[config.mk]
export PLATFORM = sky130hd
export DESIGN_NAME = audio_gain_peak_meter
export DESIGN_NICKNAME = d
export VERILOG_FILES = /design/src/rtl/agpm_pkg.sv /design/src/rtl/audio_gain_peak_meter.sv
export SDC_FILE = /design/constraint.sdc
export NUM_CORES = 2
export LEC_CHECK = 0
export BUFFER_PORTS_ARGS = -buffer_cell sky130_fd_sc_hd__buf_2
export CELL_PAD_IN_SITES_DETAIL_PLACEMENT = 1
export CELL_PAD_IN_SITES_GLOBAL_PLACEMENT = 1
export CORE_UTILIZATION = 40
export DETAILED_ROUTE_END_ITERATION = 10
export PLACE_DENSITY_LB_ADDON = 0.25
export SLEW_MARGIN = 5
export SYNTH_ARGS = -nofsm -noshare
export SYNTH_HDL_FRONTEND = slang
export SYNTH_SLANG_ARGS = --single-unit
[constraint.sdc]
create_clock -name clk_i -period 11.2 [get_ports clk_i]
set_input_delay 0 -clock clk_i [delete_from_list [all_inputs] [get_ports clk_i]]
set_output_delay 0 -clock clk_i [all_outputs]
set_load 0.02 [all_outputs]
[src/rtl/agpm_pkg.sv]
// ----------------------------------------------------------------------------
// agpm_pkg: shared types and constants for the audio gain and peak meter
// Word layouts of the sample and result channels, register indices and the
// fixed field widths of the datapath.
// ----------------------------------------------------------------------------
package agpm_pkg;

  // Default number of metered channels.
  localparam int unsigned NumChannelsDef = 6;

  // Number of gain registers; a channel at or above this has no gain.
  localparam int unsigned GainRegs = 6;

  // Field widths.
  localparam int unsigned SampleW   = 16;
  localparam int unsigned ChanW     = 3;
  localparam int unsigned GainW     = 16;
  localparam int unsigned CoeffW    = 16;
  localparam int unsigned MaskW     = 6;
  localparam int unsigned MeterW    = 39;
  localparam int unsigned MaxPowW   = 31;
  localparam int unsigned CfgIdxW   = 3;
  localparam int unsigned CfgDataW  = 16;

  // Reset values of the configuration registers.
  localparam logic [GainW-1:0]  UnityGain   = 16'd4096;
  localparam logic [MaskW-1:0]  MaskAllOn   = 6'h3F;
  localparam logic [CoeffW-1:0] CoeffNone   = 16'd0;

  // Register indices on the configuration port.
  localparam logic [CfgIdxW-1:0] RegGainCh0     = 3'd0;
  localparam logic [CfgIdxW-1:0] RegGainCh5     = 3'd5;
  localparam logic [CfgIdxW-1:0] RegEnableMask  = 3'd6;
  localparam logic [CfgIdxW-1:0] RegDecayCoeff  = 3'd7;

  // Incoming sample word.
  typedef struct packed {
    logic signed [SampleW-1:0] in_sample;
    logic        [ChanW-1:0]   in_channel;
  } in_word_t;

  // Outgoing result word.
  typedef struct packed {
    logic signed [SampleW-1:0] out_sample;
    logic        [ChanW-1:0]   out_channel;
    logic        [MeterW-1:0]  meter_power;
    logic        [MaxPowW-1:0] max_input_power;
  } out_word_t;

endpackage

[src/rtl/audio_gain_peak_meter.sv]
// ----------------------------------------------------------------------------
// audio_gain_peak_meter: per-channel gain with peak meter and maximum probe
// Scales interleaved Q1.15 samples by a Q4.12 gain per channel, keeps the
// largest input power and a decaying peak meter of the scaled power.
// ----------------------------------------------------------------------------
// Usage:
// A sample word enters on the in channel when in_valid_i is high and
// in_stall_o is low. The block then works on that word alone and holds
// in_stall_o high until the result has been placed in the output register.
// One 32 x 32 multiplier is shared under a small sequencer: an enabled
// channel takes up to five multiplies plus compare and update steps (PIN,
// VMAG, POW, CMP, then LO, HI and UPD unless the meter rises); a disabled
// or unknown channel goes straight to the final step. A new word is taken
// only once the sequencer is back in idle after the result is registered.
// The result waits in the output register while out_stall_i is high; the
// next word may already be accepted and worked on, and it waits in its
// final step until the register is free.
// Reset clears the meters and maxima, sets every gain to unity, enables
// all channels and sets the decay coefficient to zero. The user must write
// configuration through cfg_we_i, cfg_idx_i and cfg_data_i only while the
// block is idle; the block itself does not enforce this.
// ----------------------------------------------------------------------------
module audio_gain_peak_meter #(
  parameter int unsigned NUM_CHANNELS = agpm_pkg::NumChannelsDef
) (
  input  logic                            clk_i,
  input  logic                            rst_ni,
  // sample channel
  input  logic                            in_valid_i,
  output logic                            in_stall_o,
  input  agpm_pkg::in_word_t              in_data_i,
  // result channel
  output logic                            out_valid_o,
  input  logic                            out_stall_i,
  output agpm_pkg::out_word_t             out_data_o,
  // configuration write port
  input  logic                            cfg_we_i,
  input  logic [agpm_pkg::CfgIdxW-1:0]    cfg_idx_i,
  input  logic [agpm_pkg::CfgDataW-1:0]   cfg_data_i
);
  import agpm_pkg::*;

  localparam int unsigned ChIdxW = (NUM_CHANNELS > 1) ? $clog2(NUM_CHANNELS) : 1;
  localparam int unsigned MagW   = SampleW;
  localparam int unsigned VmagW  = 31;
  localparam int unsigned PowW   = 38;
  localparam int unsigned MulW   = 32;
  localparam int unsigned LoW    = 20;
  localparam int unsigned HiW    = MeterW - LoW;

  // Sequencer states.
  localparam logic [3:0] S_IDLE = 4'd0;
  localparam logic [3:0] S_PIN  = 4'd1;
  localparam logic [3:0] S_VMAG = 4'd2;
  localparam logic [3:0] S_POW  = 4'd3;
  localparam logic [3:0] S_CMP  = 4'd4;
  localparam logic [3:0] S_LO   = 4'd5;
  localparam logic [3:0] S_HI   = 4'd6;
  localparam logic [3:0] S_UPD  = 4'd7;
  localparam logic [3:0] S_DONE = 4'd8;

  logic [3:0]                state_q, state_d;

  // Configuration registers.
  logic [GainW-1:0]          gain_q [GainRegs];
  logic [MaskW-1:0]          mask_q;
  logic [CoeffW-1:0]         coeff_q;

  // Per-channel state.
  logic [MeterW-1:0]         meter_q [NUM_CHANNELS];
  logic [MaxPowW-1:0]        maxp_q  [NUM_CHANNELS];

  // Word under work.
  logic signed [SampleW-1:0] samp_q;
  logic [ChanW-1:0]          ch_q;
  logic [MagW-1:0]           mag_q;
  logic                      ok_q;
  logic                      act_q;

  // Intermediate results.
  logic [MaxPowW-1:0]        pin_q;
  logic [VmagW-1:0]          vmag_q;
  logic [PowW-1:0]           pow_q;
  logic [MeterW-1:0]         diff_q;
  logic [LoW+CoeffW-1:0]     lo_q;
  logic [HiW+CoeffW-1:0]     hi_q;
  logic signed [SampleW-1:0] res_q;

  // Output register.
  logic                      out_valid_q;
  out_word_t                 out_q;

  // Combinational helpers.
  logic                      accept;
  logic                      out_free;
  logic                      in_ok;
  logic                      in_act;
  logic [ChIdxW-1:0]         idx;
  logic [MeterW-1:0]         meter_rd;
  logic [MaxPowW-1:0]        maxp_rd;
  logic [MulW-1:0]           mul_a;
  logic [MulW-1:0]           mul_b;
  logic [2*MulW-1:0]         mul_p;
  logic [MeterW+CoeffW:0]    dec_sum;
  logic [MeterW-1:0]         dec_amt;
  logic signed [32:0]        rnd_sum;
  logic signed [20:0]        rnd_val;
  logic signed [SampleW-1:0] rnd_sat;

  assign accept   = in_valid_i && (state_q == S_IDLE);
  assign out_free = !out_valid_q || !out_stall_i;
  assign idx      = ch_q[ChIdxW-1:0];
  assign meter_rd = meter_q[idx];
  assign maxp_rd  = maxp_q[idx];

  // A channel is metered only if it has a store, a gain and its enable bit.
  always_comb begin
    in_ok  = (32'(in_data_i.in_channel) < NUM_CHANNELS) &&
             (32'(in_data_i.in_channel) < GainRegs);
    in_act = 1'b0;
    if (in_ok) begin
      in_act = mask_q[in_data_i.in_channel];
    end
  end

  // Operand selection for the shared multiplier.
  always_comb begin
    mul_a = '0;
    mul_b = '0;
    case (state_q)
      S_PIN: begin
        mul_a = MulW'(mag_q);
        mul_b = MulW'(mag_q);
      end
      S_VMAG: begin
        mul_a = MulW'(mag_q);
        mul_b = MulW'(gain_q[ch_q]);
      end
      S_POW: begin
        mul_a = MulW'(vmag_q);
        mul_b = MulW'(vmag_q);
      end
      S_LO: begin
        mul_a = MulW'(diff_q[LoW-1:0]);
        mul_b = MulW'(coeff_q);
      end
      S_HI: begin
        mul_a = MulW'(diff_q[MeterW-1:LoW]);
        mul_b = MulW'(coeff_q);
      end
      default: begin
        mul_a = '0;
        mul_b = '0;
      end
    endcase
  end

  assign mul_p = mul_a * mul_b;

  // Decay amount: the two partial products recombined and scaled by 2^-16.
  assign dec_sum = {1'b0, hi_q, {LoW{1'b0}}} + (MeterW+CoeffW+1)'(lo_q);
  assign dec_amt = dec_sum[MeterW+CoeffW-1:CoeffW];

  // Rounding of the scaled sample to Q1.15, half up, then hard clipping.
  always_comb begin
    if (samp_q[SampleW-1]) begin
      rnd_sum = -$signed({2'b00, vmag_q}) + 33'sd2048;
    end else begin
      rnd_sum = $signed({2'b00, vmag_q}) + 33'sd2048;
    end
    rnd_val = rnd_sum[32:12];
    if (rnd_val > 21'sd32767) begin
      rnd_sat = 16'sh7FFF;
    end else if (rnd_val < -21'sd32768) begin
      rnd_sat = 16'sh8000;
    end else begin
      rnd_sat = rnd_val[SampleW-1:0];
    end
  end

  // Sequencer.
  always_comb begin
    state_d = state_q;
    unique case (state_q)
      S_IDLE: begin
        if (accept) begin
          state_d = in_act ? S_PIN : S_DONE;
        end
      end
      S_PIN:  state_d = S_VMAG;
      S_VMAG: state_d = S_POW;
      S_POW:  state_d = S_CMP;
      S_CMP:  state_d = ({1'b0, pow_q} > meter_rd) ? S_DONE : S_LO;
      S_LO:   state_d = S_HI;
      S_HI:   state_d = S_UPD;
      S_UPD:  state_d = S_DONE;
      S_DONE: begin
        if (out_free) begin
          state_d = S_IDLE;
        end
      end
      default: state_d = S_IDLE;
    endcase
  end

  always_ff @(posedge clk_i or negedge rst_ni) begin
    if (!rst_ni) begin
      state_q <= S_IDLE;
    end else begin
      state_q <= state_d;
    end
  end

  // Configuration registers.
  always_ff @(posedge clk_i or negedge rst_ni) begin
    if (!rst_ni) begin
      for (int k = 0; k < GainRegs; k++) begin
        gain_q[k] <= UnityGain;
      end
      mask_q  <= MaskAllOn;
      coeff_q <= CoeffNone;
    end else if (cfg_we_i) begin
      unique case (cfg_idx_i) inside
        [RegGainCh0:RegGainCh5]: gain_q[cfg_idx_i] <= cfg_data_i[GainW-1:0];
        RegEnableMask:           mask_q  <= cfg_data_i[MaskW-1:0];
        RegDecayCoeff:           coeff_q <= cfg_data_i[CoeffW-1:0];
        default: ;
      endcase
    end
  end

  // Meter and maximum stores.
  always_ff @(posedge clk_i or negedge rst_ni) begin
    if (!rst_ni) begin
      for (int k = 0; k < NUM_CHANNELS; k++) begin
        meter_q[k] <= '0;
        maxp_q[k]  <= '0;
      end
    end else begin
      if (state_q == S_POW && pin_q > maxp_rd) begin
        maxp_q[idx] <= pin_q;
      end
      if (state_q == S_CMP && {1'b0, pow_q} > meter_rd) begin
        meter_q[idx] <= {1'b0, pow_q};
      end
      if (state_q == S_UPD) begin
        meter_q[idx] <= meter_rd - dec_amt;
      end
    end
  end

  // Datapath registers of the word under work.
  always_ff @(posedge clk_i) begin
    if (accept) begin
      samp_q <= in_data_i.in_sample;
      ch_q   <= in_data_i.in_channel;
      mag_q  <= in_data_i.in_sample[SampleW-1] ? MagW'(-in_data_i.in_sample)
                                               : MagW'(in_data_i.in_sample);
      ok_q   <= in_ok;
      act_q  <= in_act;
    end
    if (state_q == S_PIN) begin
      pin_q <= mul_p[MaxPowW-1:0];
    end
    if (state_q == S_VMAG) begin
      vmag_q <= mul_p[VmagW-1:0];
    end
    if (state_q == S_POW) begin
      pow_q <= mul_p[PowW+23:24];
    end
    if (state_q == S_CMP) begin
      diff_q <= meter_rd - {1'b0, pow_q};
      res_q  <= rnd_sat;
    end
    if (state_q == S_LO) begin
      lo_q <= mul_p[LoW+CoeffW-1:0];
    end
    if (state_q == S_HI) begin
      hi_q <= mul_p[HiW+CoeffW-1:0];
    end
  end

  // Output register: loaded at the end of a word, cleared when taken.
  always_ff @(posedge clk_i or negedge rst_ni) begin
    if (!rst_ni) begin
      out_valid_q <= 1'b0;
    end else if (state_q == S_DONE && out_free) begin
      out_valid_q <= 1'b1;
    end else if (!out_stall_i) begin
      out_valid_q <= 1'b0;
    end
  end

  always_ff @(posedge clk_i) begin
    if (state_q == S_DONE && out_free) begin
      out_q.out_sample      <= act_q ? res_q : samp_q;
      out_q.out_channel     <= ch_q;
      out_q.meter_power     <= ok_q ? meter_rd : '0;
      out_q.max_input_power <= ok_q ? maxp_rd : '0;
    end
  end

  assign in_stall_o  = (state_q != S_IDLE);
  assign out_valid_o = out_valid_q;
  assign out_data_o  = out_q;

  // A result appears only from the final step of a word.
  a_out_from_done : assert property (@(posedge clk_i) disable iff (!rst_ni)
    $rose(out_valid_q) |-> $past(state_q) == S_DONE)
    else $error("result word registered outside the final step");

  // A free output register takes the result and releases the sequencer.
  a_done_drains : assert property (@(posedge clk_i) disable iff (!rst_ni)
    (state_q == S_DONE && !out_valid_q) |=> (out_valid_q && state_q == S_IDLE))
    else $error("final step did not hand its result to the output register");

  // The decay never takes the meter below the new scaled power.
  a_decay_bounded : assert property (@(posedge clk_i) disable iff (!rst_ni)
    (state_q == S_UPD) |-> (dec_amt <= diff_q))
    else $error("meter decay larger than the distance to the new power");

  // The channel of the word under work holds until the word is finished.
  a_chan_holds : assert property (@(posedge clk_i) disable iff (!rst_ni)
    (state_q != S_IDLE && state_q != S_DONE) |=> $stable(ch_q))
    else $error("channel changed while a word was being processed");

endmodule
Word level (Yosys, flattened, before mapping)
Index checks and enable logic that the tools add are counted.
- add/subtract/negate cells: 7
- $mul: 1
- order comparisons: 12
- equality and inequality tests: 13
- mux-type cells: 37
- bitwise operators: 2
- reductions and logical operators: 18
- operators with widths (cell ; number):
    $bwmux W234 ; 2
    $mux W234 ; 2
    $pmux W31 S4 ; 2
    $bwmux W186 ; 1
    $bmux W39 S3 ; 1
    $demux W39 S3 ; 1
    $mux W39 ; 3
    $bwmux W96 ; 1
    $bmux W31 S3 ; 1
    $demux W31 S3 ; 1
    $mux W31 ; 3
    $mux W16 ; 5
    $mul A32 B32 Y62 ; 1
    $add A55 B36 Y55 ; 1
    $bmux W16 S3 ; 1
    $demux W16 S3 ; 1
    $gt A38 B39 Y1 ; 1
    $sub A39 B38 Y39 ; 1
    $sub A39 B39 Y39 ; 1
    $pmux W4 S9 ; 1
    $add A33 B13 Y33 const B ; 1
    $mux W33 ; 1
    $neg A31 Y33 ; 1
    $add A31 B12 Y32 const B ; 1
    other kinds (29) ; 55
- bits in registers: 895
- input bits: 43
- output and inout port bits: 91
- word-level logic and storage cells: 129

Longest topological paths before layout
- depth in word-level cells: 9
- mapped depth: 38
- depth with buffers taken out: 33

Least setup slack after synthesis
No wires, ideal clock.
- path type: register to register
- start point: register state_q[3]
- end point: register pow_q[34] (data pin)
- data arrival time: 9.351 ns
- data required time: 10.926 ns
- setup slack: 1.575 ns
- cell stages (with the launch flop): 31
- buffers on the path: 4
- clock period less this slack: 9.625 ns
- cell sequence: dfrtp_1 > nand2b_1 > nor2_1 > clkbuf_1 > clkbuf_1 > a221o_1 > clkbuf_1 > nand2_1 > fa_1 > inv_1 > fa_1 > inv_1 > fa_1 > fa_1 > inv_1 > fa_1 > fa_1 > fa_1 > fa_1 > ha_1 > clkbuf_1 > a211oi_1 > o21ai_0 > a41oi_1 > o21ai_0 > a21oi_1 > a2bb2oi_1 > a31oi_1 > a31oi_1 > mux2i_1 > o2111ai_1
- cells in the longest elaborated chain, start to end: 4
- elaborated cells on any way between the ends: 10
- RTL lines (item ; RTL line ; source):
    start: declaration ; audio_gain_peak_meter.sv:62 ; logic [3:0] state_q, state_d;
    start signal: assignment ; audio_gain_peak_meter.sv:210 ; state_q <= state_d;
    $eq A4 B1 Y1 (tied with other cells) ; audio_gain_peak_meter.sv:130 ; case (state_q)
    $reduce_or A2 Y1 (no source line) ; -- ;
    $pmux W31 S4 ; audio_gain_peak_meter.sv:130 ;
    $mul A32 B32 Y62 * ; audio_gain_peak_meter.sv:158 ; assign mul_p = mul_a * mul_b;
    via mul_p[58] ; audio_gain_peak_meter.sv:103 ; logic [2*MulW-1:0] mul_p;
    end signal: assignment ; audio_gain_peak_meter.sv:269 ; pow_q <= mul_p[PowW+23:24];
    end: declaration ; audio_gain_peak_meter.sv:83 ; logic [PowW-1:0] pow_q;
Mark *: on every way through the listed nets, which the timed path passes. The rest lies on a longest branch.
A chain may end at the register's enable or synchronous reset.

Worst setup path in the final report
- start point: register state_q[3]
- end point: register lo_q[33] (data pin)
- cells in the longest elaborated chain, start to end: 4
- elaborated cells on any way between the ends: 10
- RTL lines (item ; RTL line ; source):
    $eq A4 B1 Y1 (tied with other cells) ; audio_gain_peak_meter.sv:130 ;
    $reduce_or A2 Y1 (no source line) ; -- ;
    $pmux W31 S4 ; audio_gain_peak_meter.sv:130 ;
    $mul A32 B32 Y62 * ; audio_gain_peak_meter.sv:158 ;
    via mul_p[33] ; audio_gain_peak_meter.sv:103 ;
    end signal: assignment ; audio_gain_peak_meter.sv:276 ; lo_q <= mul_p[LoW+CoeffW-1:0];
    end: declaration ; audio_gain_peak_meter.sv:85 ; logic [LoW+CoeffW-1:0] lo_q;
Marked as above.

==> metrics.csv <==
metric,value,unit
Site Rows,156,
critical path's largest stage delay,0.94,ns
Most used DFF post-synth,dfrtp_1,
CP Class,flip-flop to flip-flop,
final-stage net count,8425,
CTS root buf,clkbuf_16,
post-synthesis mux area share,0.09253,
worst vdd rail ir drop,0.1361,mV
via count,54630,
clock latency on the worst-skew pair,0.76,ns
vias in the first global route,59590,
synthesized instance count,7056,
number of synthesized register bits,878,
Critical Path AT,10.92,ns
Finished Cell Area,0.08080,mm²
CP startpoint kind,flip-flop,
Final Hold Viols,0,
Initial Util,0.4041,
final setup violation count,0,
Slowest cell on crit path,xnor2_1,
Core ar.,0.1813,mm²
Slew HR,0.06028,
Area Overhead vs Synth,10.26,%
Clock power frac,0.201,
power per cell area,189.8,mW/mm²
Mapped Area,0.07328,mm²
switching portion of total power,0.4504,
Initial DRT Pass Iterations,10,
ys async rst share,0.6185,
flop2flop setup slack,0.65,ns
P_leak,37.36,nW
Yosys cell types,81,
Synth Area in Adders,0.2949,
outcome,completed,
Seq pwr share,0.335,
"Cell Area, Placed",0.07733,mm²
fin crit share,0.9418,
"Seq/Total Area, Yosys",0.3229,
I/O pin count,134,
All-Layer GR Usage,0.2859,
largest net degree at the start of global routing,186,
DR vias/cell,5.687,
Overflow after GRT,0,
Inserted Clock Buffers,92,
die height,430.0,µm
P_sw,6.906,mW
die width,430.0,µm
Post-DP HPWL,197.9,mm
antenna cell count,0,
setup_tns,0,ns
synthesis warning total,0,
CTS tree,done,
routed wire length,263.3,mm
syn nets,8323,
1st-iter DRT viols,3981,
Max Slew Vio Count,0,
H-tree lvl count,3,
Final Skew,0.06955,ns
largest family of logic cells by synthesized area,adder cells,
TritonCTS sink count,878,
# resized after CTS,0,
Tightest Pin Transition,1.410,ns
IO buf count,133,
Crit path top cell by count,fa_1,
maximum clock path buffer count,3,
combinational group share of total power,0.464,
worst-path maximum fanout,41,
layout cells sized above 1,0.1245,
antenna-violating nets left,0,
worst endpoint required time,11.57,ns
clock slew at reported path FFs,0.06,ns
Die ar.,0.1849,mm²
Crit. End Element,flip-flop,
Tmin final,10.55,ns
first-pass GRT wire length,392.9,mm
"EDFF count, synth",335,
Post-Syn Area per Cell,10.39,µm²
Post-Synth Simple-Gate Area,0.1013,
Routed wire per std cell,27.41,µm
RePlAce Congestion,0.9472,
DRC viols,0,
initial antenna violation count,14,
Max Cap Violations,0,
Internal,8.426,mW
Fillers,19970,
Compound-Gate Fraction of Synth Area,0.09253,
RSZ-0062 raised after global routing,no,
XOR/XNOR Fraction of Synth Area,0.02353,
hold_ws,0.05929,ns
fmax,0.09480,GHz
worst min path class,input port to flip-flop,
-- what timing repair did --
| item | CTS | global route |
|---|---|---|
| buffers inserted | 0 | 0 |
| hold endpoints to repair | 296 | 0 |
| hold buffers | 44 | 0 |
-- synth_stat cells (all sizes together), types with 43 or more instances --
cell type / n / area [µm²]
inv: 1039 / 3900
fa: 839 / 16800
nand2: 811 / 3044
dfrtp: 531 / 13290
nor2: 454 / 1707
ha: 385 / 4817
edfxtp: 335 / 10060
mux2: 327 / 3682
mux2i: 305 / 3053
clkbuf: 298 / 1119
o21ai: 281 / 1448
a22oi: 215 / 1614
a21oi: 157 / 785.8
xnor2: 129 / 1137
a21o: 96 / 720.7
nand3: 88 / 440.4
xor2: 67 / 586.8
a31oi: 64 / 400.4
buf: 59 / 264.0
and2: 57 / 356.6
a221oi: 55 / 481.7
nand2b: 46 / 287.8
and3: 43 / 269.0
-- cell type report --
| cell class | instances | area [µm²] | share of cell area |
|---|---|---|---|
| inverter | 1042 | 3911 | 0.04841 |
| clock buffer | 116 | 2504 | 0.03099 |
| multi-input combinational | 4779 | 44690 | 0.5531 |
| sequential | 878 | 23660 | 0.2929 |
| timing repair buffer | 365 | 2550 | 0.03156 |
| clock inverter | 56 | 515.5 | 0.006380 |
| tap | 2370 | 2965 | 0.03670 |
-- final timing paths --
path | endpoint | cells after the start | startpoint
max | lo_q[33] | 28 | state_q[3]
min | coeff_q[3] | 4 | cfg_idx_i[2]
max reg2reg | lo_q[33] | 28 | state_q[3]
min reg2reg | maxp_q[7] | 1 | maxp_q[7]
max in group asynchronous | meter_q[86] | 5 | rst_ni
min in group asynchronous | meter_q[121] | 3 | rst_ni
-- through the flow --
step | instances | setup slack (ns) | power [mW] | util
2_1_floorplan | 7056 | 1.575 | 8.984 | -
3_3_place_gp | 9390 | 0.9350 | 11.94 | 0.4264
3_5_place_dp | 9390 | 0.6913 | 12.14 | 0.4264
4_1_cts | 9606 | 0.6843 | 15.32 | 0.4456
5_1_grt | 9606 | 0.3412 | 16.06 | 0.4456
6_report | 9606 | 0.6518 | 15.33 | 0.4456
-- per-layer routing --
layer,vias up,global-route usage,part of all wire
met3,483,0.03460,0.052
met1,29020,0.3615,0.40
li1,23520,-,-
met2,1600,0.4849,0.49
met5,-,0,0.00013
met4,4,0.1387,0.054
-- registers in the layout (all words and copies together), names as in the netlist --
name and flops:
pow_q 38, lo_q 20, state_q 4, ch_q 3, gain_q 96, act_q 1, coeff_q 16, ok_q 1
mag_q 15, res_q 16, mask_q 6, out_valid_o 1, pin_q 31, vmag_q 31, out_data_o 89, hi_q 35
meter_q 234, diff_q 39, samp_q 16, maxp_q 186
-- critical path, delay by kind of cell (launching register included) --
family / cells / cell delay (ns)
AO/OA/AOI/OAI: 5 / 1.49
AND/OR/NAND/NOR: 7 / 2.18
buffers and inverters: 6 / 1.19
flip-flops: 1 / 0.45
XOR/XNOR: 1 / 0.94
adder cells (fa/ha/maj): 9 / 3.93
-- placed cells by master, fill, tap and decap left out, drive strengths merged, types with 64 or more instances in the layout --
cell,instances
a21oi,157
nand3,88
fa,839
nand2,811
nor2,454
a22oi,215
o21ai,281
xnor2,129
inv,1043
mux2,327
a31oi,64
xor2,67
edfxtp,335
mux2i,305
clkbuf,116
a21o,96
dfrtp,531
buf,322
ha,385
-- kinds of logic after synthesis --
logic type,after synthesis
adders and majority gates,1224
DFF,878
and+or+nand+nor,1695
AOI/OAI and AO/OA,1030
xor gates and xnor gates,196
buffers and inverters,1399
muxes,634
-- power groups by stage --
stage               Sequential, mW  Clock [mW]  Combinational [mW]
floorplan                     4.95           0                4.03
global placement              5.12           0                6.82
detailed placement            5.16           0                6.98
CTS                           5.12        3.15                7.05
global route                  5.21        3.26                7.58
finish                        5.13        3.09                7.11
No activity file was read; power rests on OpenSTA's default activity.
